$ cat src/sv/lmfe_pkg.sv
// Package for the LIN master frame engine: transaction types, operation and
// result codes, and the protected-identifier and checksum functions.
// No dependencies.
package lmfe_pkg;

   localparam int MAX_RESULTS = 5;
   localparam int COUNT_W     = 3;

   localparam logic [1:0] OP_REQUEST = 2'd0;
   localparam logic [1:0] OP_COMMAND = 2'd1;
   localparam logic [1:0] OP_RX_BYTE = 2'd2;
   localparam logic [1:0] OP_TICK    = 2'd3;

   localparam logic [2:0] KIND_BREAK     = 3'd0;
   localparam logic [2:0] KIND_BYTE      = 3'd1;
   localparam logic [2:0] KIND_RESP_OK   = 3'd2;
   localparam logic [2:0] KIND_ECHO_BAD  = 3'd3;
   localparam logic [2:0] KIND_CHECK_BAD = 3'd4;
   localparam logic [2:0] KIND_TIMEOUT   = 3'd5;

   localparam logic [7:0] SYNC_BYTE       = 8'h55;
   localparam logic [7:0] TIMEOUT_RESET   = 8'd8;
   localparam logic [7:0] ELAPSED_MAX     = 8'd255;

   typedef struct packed {
      logic [1:0] op;
      logic [5:0] frame_id;
      logic [7:0] data_byte;
   } lmfe_req_type;

   typedef struct packed {
      logic [2:0] kind;
      logic [7:0] byte_value;
      logic       last;
   } lmfe_rsp_type;

   // Protected identifier: id plus the two LIN parity bits.
   function automatic logic [7:0] make_pid(input logic [5:0] id);
      logic p0;
      logic p1;
      p0 = id[0] ^ id[1] ^ id[2] ^ id[4];
      p1 = ~(id[1] ^ id[3] ^ id[4] ^ id[5]);
      return {p1, p0, id};
   endfunction

   // Enhanced checksum: carry-wrapped sum of identifier and data, inverted.
   function automatic logic [7:0] enh_checksum(input logic [7:0] pid,
                                               input logic [7:0] data);
      logic [8:0] sum;
      logic [7:0] wrapped;
      sum     = {1'b0, pid} + {1'b0, data};
      wrapped = sum[7:0] + {7'd0, sum[8]};
      return ~wrapped;
   endfunction

endpackage

$ cat src/sv/lmfe_core.sv
// Frame logic of the LIN master engine: response wait state, timeout register
// and the result list produced for one transaction.
// Depends on lmfe_pkg.
module lmfe_core import lmfe_pkg::*; (
   input  logic                               clock,
   input  logic                               reset,
   input  logic                               csr_wr_en,
   input  logic [7:0]                         csr_wr_data,
   input  logic                               fire,
   input  lmfe_req_type                       item,
   output lmfe_rsp_type [MAX_RESULTS-1:0]     results,
   output logic [COUNT_W-1:0]                 result_count
);

   logic       awaiting_ff, awaiting_in;
   logic [7:0] expected_pid_ff, expected_pid_in;
   logic [1:0] rx_count_ff, rx_count_in;
   logic [7:0] echo_byte_ff, echo_byte_in;
   logic [7:0] resp_data_ff, resp_data_in;
   logic [7:0] elapsed_ff, elapsed_in;
   logic [7:0] timeout_ff;

   logic [7:0] pid;
   logic [7:0] elapsed_inc;
   logic [2:0] verdict;

   always_comb begin
      pid             = make_pid(item.frame_id);
      elapsed_inc     = (elapsed_ff < ELAPSED_MAX) ? elapsed_ff + 8'd1 : elapsed_ff;
      verdict         = KIND_RESP_OK;
      results         = '0;
      result_count    = '0;
      awaiting_in     = awaiting_ff;
      expected_pid_in = expected_pid_ff;
      rx_count_in     = rx_count_ff;
      echo_byte_in    = echo_byte_ff;
      resp_data_in    = resp_data_ff;
      elapsed_in      = elapsed_ff;

      // The echo check takes priority over the checksum check.
      if (echo_byte_ff != expected_pid_ff) begin
         verdict = KIND_ECHO_BAD;
      end else if (item.data_byte != enh_checksum(expected_pid_ff, resp_data_ff)) begin
         verdict = KIND_CHECK_BAD;
      end

      unique case (item.op)
         OP_REQUEST: begin
            results[0]      = '{KIND_BREAK, 8'd0, 1'b0};
            results[1]      = '{KIND_BYTE, SYNC_BYTE, 1'b0};
            results[2]      = '{KIND_BYTE, pid, 1'b1};
            result_count    = COUNT_W'(3);
            expected_pid_in = pid;
            awaiting_in     = 1'b1;
            rx_count_in     = 2'd0;
            elapsed_in      = 8'd0;
         end
         OP_COMMAND: begin
            results[0]   = '{KIND_BREAK, 8'd0, 1'b0};
            results[1]   = '{KIND_BYTE, SYNC_BYTE, 1'b0};
            results[2]   = '{KIND_BYTE, pid, 1'b0};
            results[3]   = '{KIND_BYTE, item.data_byte, 1'b0};
            results[4]   = '{KIND_BYTE, enh_checksum(pid, item.data_byte), 1'b1};
            result_count = COUNT_W'(5);
            awaiting_in  = 1'b0;
            rx_count_in  = 2'd0;
            elapsed_in   = 8'd0;
         end
         OP_RX_BYTE: begin
            if (awaiting_ff) begin
               if (rx_count_ff == 2'd0) begin
                  echo_byte_in = item.data_byte;
                  rx_count_in  = 2'd1;
               end else if (rx_count_ff == 2'd1) begin
                  resp_data_in = item.data_byte;
                  rx_count_in  = 2'd2;
               end else begin
                  results[0]   = '{verdict, resp_data_ff, 1'b1};
                  result_count = COUNT_W'(1);
                  awaiting_in  = 1'b0;
                  rx_count_in  = 2'd0;
                  elapsed_in   = 8'd0;
               end
            end
         end
         OP_TICK: begin
            if (!awaiting_ff) begin
               elapsed_in = 8'd0;
            end else if (elapsed_inc >= timeout_ff) begin
               results[0]   = '{KIND_TIMEOUT, 8'd0, 1'b1};
               result_count = COUNT_W'(1);
               awaiting_in  = 1'b0;
               rx_count_in  = 2'd0;
               elapsed_in   = 8'd0;
            end else begin
               elapsed_in = elapsed_inc;
            end
         end
         default: begin
         end
      endcase
   end

   always_ff @(posedge clock) begin
      if (reset) begin
         awaiting_ff     <= 1'b0;
         expected_pid_ff <= 8'd0;
         rx_count_ff     <= 2'd0;
         elapsed_ff      <= 8'd0;
         timeout_ff      <= TIMEOUT_RESET;
      end else begin
         if (fire) begin
            awaiting_ff     <= awaiting_in;
            expected_pid_ff <= expected_pid_in;
            rx_count_ff     <= rx_count_in;
            elapsed_ff      <= elapsed_in;
         end
         if (csr_wr_en) begin
            timeout_ff <= csr_wr_data;
         end
      end
   end

   // Response bytes are always written before they are read.
   always_ff @(posedge clock) begin
      if (fire) begin
         echo_byte_ff <= echo_byte_in;
         resp_data_ff <= resp_data_in;
      end
   end

endmodule

$ cat src/sv/lin_master_frame_engine.sv
// LIN master frame engine. The first result of a transaction passes the input
// register, where it waits while the result register is busy, then the result register.
// Throughput: one transaction per cycle while the result register is free, limited
// by result delivery: a request gives 3 results, a command 5, a verdict or timeout 1.
// Reset (synchronous, active high) clears the wait, the queues and sets the
// timeout register to 8 ticks. Depends on lmfe_pkg and lmfe_core.
module lin_master_frame_engine import lmfe_pkg::*; (
   input  logic         clock,
   input  logic         reset,
   input  logic         csr_wr_en,
   input  logic [7:0]   csr_wr_data,
   input  logic         req_valid,
   output logic         req_ready,
   input  lmfe_req_type req_data,
   output logic         rsp_valid,
   input  logic         rsp_ready,
   output lmfe_rsp_type rsp_data
);

   logic                           in_valid_ff;
   lmfe_req_type                   in_item_ff;
   lmfe_rsp_type [MAX_RESULTS-1:0] slots_ff, slots_in;
   logic [COUNT_W-1:0]             count_ff, count_in;

   lmfe_rsp_type [MAX_RESULTS-1:0] new_results;
   logic [COUNT_W-1:0]             new_count;
   logic                           take;
   logic                           burst_free;
   logic                           process;

   assign rsp_valid  = (count_ff != '0);
   assign rsp_data   = slots_ff[0];
   assign take       = rsp_valid && rsp_ready;
   // The result register can take a new burst once its last result leaves.
   assign burst_free = (count_ff == '0) || ((count_ff == COUNT_W'(1)) && take);
   assign process    = in_valid_ff && burst_free;
   assign req_ready  = !in_valid_ff || process;

   lmfe_core u_core (
      .clock        (clock),
      .reset        (reset),
      .csr_wr_en    (csr_wr_en),
      .csr_wr_data  (csr_wr_data),
      .fire         (process),
      .item         (in_item_ff),
      .results      (new_results),
      .result_count (new_count)
   );

   always_comb begin
      slots_in = slots_ff;
      count_in = count_ff;
      if (process) begin
         slots_in = new_results;
         count_in = new_count;
      end else if (take) begin
         for (int i = 0; i < MAX_RESULTS - 1; i++) begin
            slots_in[i] = slots_ff[i+1];
         end
         count_in = count_ff - COUNT_W'(1);
      end
   end

   always_ff @(posedge clock) begin
      if (reset) begin
         in_valid_ff <= 1'b0;
         count_ff    <= '0;
      end else begin
         if (req_valid && req_ready) begin
            in_valid_ff <= 1'b1;
         end else if (process) begin
            in_valid_ff <= 1'b0;
         end
         count_ff <= count_in;
      end
   end

   always_ff @(posedge clock) begin
      if (req_valid && req_ready) begin
         in_item_ff <= req_data;
      end
      slots_ff <= slots_in;
   end

endmodule

$ cat config.mk
export PLATFORM = sky130hd
export DESIGN_NAME = lin_master_frame_engine
export DESIGN_NICKNAME = d
export VERILOG_FILES = /design/src/sv/lmfe_pkg.sv /design/src/sv/lmfe_core.sv /design/src/sv/lin_master_frame_engine.sv
export SDC_FILE = /design/constraint.sdc
export NUM_CORES = 1
export LEC_CHECK = 0
export BUFFER_PORTS_ARGS = -buffer_cell sky130_fd_sc_hd__buf_4
export CAP_MARGIN = 10
export CORE_UTILIZATION = 45
export CTS_CLUSTER_SIZE = 12
export DETAILED_ROUTE_END_ITERATION = 6
export GPL_ROUTABILITY_DRIVEN = 0
export GPL_TIMING_DRIVEN = 0
export PLACE_DENSITY = 0.63
export SETUP_SLACK_MARGIN = 0.2
export SYNTH_ARGS = -nofsm -noshare
export SYNTH_HDL_FRONTEND = slang
export SYNTH_HIERARCHICAL = 1
export SYNTH_SLANG_ARGS = --single-unit
$ cat constraint.sdc
create_clock -name clock -period 9.46 [get_ports clock]
set_clock_uncertainty 0.05 [all_clocks]
set_input_delay 1.419 -clock clock [delete_from_list [all_inputs] [get_ports clock]]
set_output_delay 1.419 -clock clock [all_outputs]
set_load 0.02 [all_outputs]
== After elaboration in Yosys (flattened, before gate mapping) ==
Index checks and enable logic that the tools add are counted.

* Register bits: 123
* Input bits: 29
* Output and inout port bits: 14
* Logic and storage cells: 117

* Add/sub/neg operators: 6
* Order comparisons: 2
* Equal/unequal tests: 12
* Mux-type cells: 41
* Bitwise gates (word level): 10
* Reduce and logical (&&, ||, !) cells: 19

{| class="wikitable"
|+ Operator list
! operator !! count
|-
| 48-bit 2-to-1 mux || 2
|-
| 12-bit 2-to-1 mux || 5
|-
| 8-bit 2-to-1 mux || 6
|-
| 22-bit case mux with 2 select lines || 1
|-
| 12-bit case mux with 3 select lines || 1
|-
| 8-bit case mux with 3 select lines || 1
|-
| 22-bit 2-to-1 mux || 1
|-
| 3-bit 2-to-1 mux || 7
|-
| 8-bit by 8-bit adder with 9-bit output || 2
|-
| 8-bit by 1-bit adder with 8-bit output || 2
|-
| 8-bit != test || 2
|-
| 8-bit NOT || 2
|-
| 3-bit case mux with 4 select lines || 1
|-
| 4-bit AND reduction || 3
|-
| 2-bit 2-to-1 mux || 5
|-
| 1-bit 2-to-1 mux || 9
|-
| 8-bit by 1-bit adder with 8-bit output (second input constant) || 1
|-
| 8-bit >= comparator || 1
|-
| 8-bit < comparator (second input constant) || 1
|-
| 2-bit by 1-bit != test with 1-bit output (second input constant) || 3
|-
| 2-bit case mux with 3 select lines || 1
|-
| 1-bit bitwise XOR || 6
|-
| 5-bit AND reduction || 1
|-
| 2-bit by 1-bit == test with 1-bit output (second input constant) || 2
|-
| other kinds (15) || 24
|}

== Longest topological paths before layout ==
* Depth after elaboration: 11
* Gate-level depth with buffers: 18
* Mapped depth without buffers: 18

== Cells and area by module ==
Netlist, hierarchy kept.

{| class="wikitable"
|+ Modules (own cells, without submodules)
! module !! instances !! cells an instance !! area an instance (µm²) !! seq. area each (µm²)
|-
| lmfe_core || 1 || 422 || 3601.0 || 1021.0
|-
| lin_master_frame_engine || 1 || 178 || 3505.9 || 2362.3
|}

== Worst setup path before layout ==
No wires, ideal clock.

* Path type: input -> register
* Start point: input port rsp_ready
* End point: register u_core.echo_byte_ff[0], enable pin
* Setup time: 0.395 ns
* Arrival: 3.434 ns
* Setup slack: 5.582 ns
* Cell stages on the path: 8
* Path through: buf_6 > a21o_4 > nand2_8 > buf_8 > inv_1 > clkbuf_1 > nand2_1 > nor4_1

* Cells in the longest elaborated chain, start to end: 5

{| class="wikitable"
|+ RTL lines
! element !! line !! text
|-
| start, declared || lin_master_frame_engine.sv:16 || <nowiki>input logic rsp_ready,</nowiki>
|-
| 1-bit logical AND || lin_master_frame_engine.sv:33 || <nowiki>assign take = rsp_valid && rsp_ready;</nowiki>
|-
| 1-bit logical AND || lin_master_frame_engine.sv:35 || <nowiki>assign burst_free = (count_ff == '0) || ((count_ff == COUNT_W'(1)) && take);</nowiki>
|-
| 1-bit logical OR || lin_master_frame_engine.sv:35 ||
|-
| 1-bit logical AND || lin_master_frame_engine.sv:36 || <nowiki>assign process = in_valid_ff && burst_free;</nowiki>
|-
| net process || lin_master_frame_engine.sv:29 || <nowiki>logic process;</nowiki>
|-
| 4-bit AND reduction (no source line) || -- ||
|-
| end signal, assigned || lmfe_core.sv:127 || <nowiki>echo_byte_ff <= echo_byte_in;</nowiki>
|-
| end, declared || lmfe_core.sv:18 || <nowiki>logic [7:0] echo_byte_ff, echo_byte_in;</nowiki>
|}

The timed path passes the listed nets, and every way through them passes these cells.
A chain may end at the register's enable or synchronous reset.

==> flow_summary.ini <==
[sta]
setup_viol = 0
setup_ws_ps = 5130
tightest_slew_ps = 777
period_share = 0.458
finalHoldViolCount = 0
max_freq_mhz = 231
slew_violations = 0
fin_setup_tns_ps = 0
whs_ps = 445
relSlewSlack = 0.477
rsz0062_at_grt = false
period_needed_ps = 4330

[final_layout]
final_area_sq_um = 8300
fin_cells = 898
fill_cells = 1339
finalNetCount = 737
layout-drive-gt1-share = 0.258
regArea_sq_um = 3380
final_cell_mix = 92 x edfxtp_1, 76 x buf_4, 46 x mux2_4, 38 x nand2_1, 32 x ha_1
multiInputGateArea_sq_um = 3260
antenna_cells = 0
final_core_util = 0.542
synthToLayoutAreaGrowth_pct = 16.7
final_common_cell = edfxtp_1

[route]
drt_iter0_markers = 213
routedWlPerCell_um = 16.1
drt-total-wl_um = 14500
vias = 4636
viasPerCell = 5.16
drtPass1Iterations = 5
drc = 0
postRouteAntennaNets = 0

[floorplan]
coreArea_sq_um = 15300
io_pins = 43
start_util = 0.464
die-area_sq_um = 16300
die_x_um = 128
fp-row-count = 45
dieHeight_um = 128

[placed_design]
port_buffers = 40
placedCellCount = 866
place_hpwl_um = 10700
post-place-ws_ps = 5170
post_dp_cell_area_sq_um = 7760

[clock_tree]
cts_tree = done
clk_pin_slew_worst_paths_ps = 60
cts_buffers = 17
cts.path.max_buffers = 2
htreeDepth = 4
clk_latency_ps = 410
cts_hold_buf = 0
root_buffer = clkbuf_16
cts_setup_buffers = 0
cts_resized = 0
clkSinkCount = 123

[hold_path]
hp-class = flip-flop to flip-flop

[critical_path]
crit_required_ps = 9570
critPathKind = flip-flop to flip-flop
worstPathCellList = ha_1 > inv_1 > fa_1 > nor2b_1 > o21a_1 > o311a_1 > o21ai_0 > nand2b_1 > ha_1 > ha_1 > nor4bb_1 > xnor2_1 > a2111oi_4 > o311a_1 > o21ai_1 > mux2_4
cpPeakStageDelay_ps = 420
startpoint_type = flip-flop
cp_common_cell = ha_1
end_kind = flip-flop
crit_arrival_ps = 4440
crit_slowest_cell = dfxtp_1
path_max_fanout = 5

[pwr]
peakVddDrop_v = 0.000222
power.leakage_nw = 3.57
p_total_mw = 2.23
powerDensity_nw_per_um2 = 269

[synth]
synth_area_sq_um = 7110
synth-edff-count = 92
synth_fa_ha_area_frac = 0.0620
synth_compound_area_frac = 0.0958
ys_seq_area_frac = 0.476
syn_avg_cell_area_sq_um = 11.8
yosys_warnings = 6
synth_top_family_by_area = simple AND/OR/NAND/NOR gates
synth_xor_area_frac = 0.0472
synthArstFlopShare = 0
synthMuxAreaShare = 0.115
yosysUniqueCellTypes = 69
synthSimpleGateAreaFrac = 0.131
ys_ff_latch = 123
netlist_instances = 600
synthFlopType = edfxtp_1

[global_route]
grt_pass1_wl_um = 23300
track_usage = 0.189
first_global_vias = 4585
overflow = 0
grt_max_degree = 38
antenna_found_initial = 0

[status]
status = finished clean

[flow_run]
cap_violations = 0
==> logic make-up after synthesis <==
| logic type | count (synthesis) |
|---|---|
| AND/OR/NAND/NOR | 171 |
| flip-flops | 123 |
| AO/OA/AOI/OAI | 97 |
| buffers and inverters | 81 |
| multiplexers | 58 |
| XOR/XNOR | 35 |
| adder cells (fa/ha/maj) | 34 |
| other | 1 |
==> final cells by class <==
class                   instances  area share
plain buffers                  55      0.0508
clock inverters                13      0.0118
well taps                     211      0.0318
repair buffers                 42      0.0395
inverters                      26      0.0118
clock buffers                  19      0.0534
flip-flops and latches        123       0.408
multi-input cells             409       0.393
==> per-layer routing <==
metal	vias to the layer above	share of wire	wire length [um]	global-route usage
li1	2279	-	-	-
met1	2202	0.46	6610	0.243
met2	128	0.48	6930	0.312
met3	27	0.042	604	0.0392
met4	0	0.022	312	0.0796
met5	-	0	0	0
==> synth_stat cells (all sizes together) (2+ instances only) <==
library cell	n	area, sq um
o21bai	2	15.0
or4b	2	20.0
dfxtp	31	621
nand2b	8	50.1
o2111ai	2	17.5
buf	41	369
nor4	4	25.0
and3	14	87.6
o21ai	12	60.1
clkbuf	14	52.6
ha	32	400
or2	6	37.5
a31oi	3	18.8
nand2	40	166
a22o	5	43.8
nor4b	2	17.5
o211ai	3	22.5
mux2i	8	80.1
nor3	14	70.1
o311a	2	20.0
nor2b	13	88.8
fa	2	40.0
or3	3	18.8
a211o	2	17.5
inv	26	97.6
xor2	16	140
nor4bb	2	20.0
o221ai	2	17.5
nor2	30	113
xnor2	17	149
a211oi	4	30.0
edfxtp	92	2760
a21o	16	128
mux2	50	736
and2	14	91.3
a2111oi	2	36.3
a21oi	27	135
nor3b	4	30.0
o21a	7	52.6
nand3	10	50.1
==> flip-flops by register name, summed over array words and instances (netlist names), 2 cells and up <==
register	flops
count_ff	3
in_item_ff	16
rsp_data	12
slots_ff	48
u_core/echo_byte_ff	8
u_core/elapsed_ff	8
u_core/expected_pid_ff	8
u_core/resp_data_ff	8
u_core/rx_count_ff	2
u_core/timeout_ff	8
==> critical path: cells and delay by family (launching register included) <==
kind	cells	cell delay, ps
compound gates	6	1310
fa+ha+maj	4	1030
simple gates	3	750
flops	1	420
mux	1	260
xor+xnor	1	190
buf+inv	1	60
==> path summary, 6_finish.rpt <==
kind / start / slack [ps] / cells after the start / endpoint
max reg2reg: u_core/expected_pid_ff[0] / 5130 / 16 / rsp_data[11]
min reg2reg: u_core/timeout_ff[2] / 450 / 2 / u_core/timeout_ff[2]
max: u_core/expected_pid_ff[0] / 5130 / 16 / rsp_data[11]
min: u_core/timeout_ff[2] / 450 / 2 / u_core/timeout_ff[2]
==> report_power, final <==
group          internal (mW)  switching (mW)
Clock                  0.342           0.241
Combinational          0.406           0.371
Sequential             0.804          0.0641
Note: power is estimated with default switching activity, not from simulation.
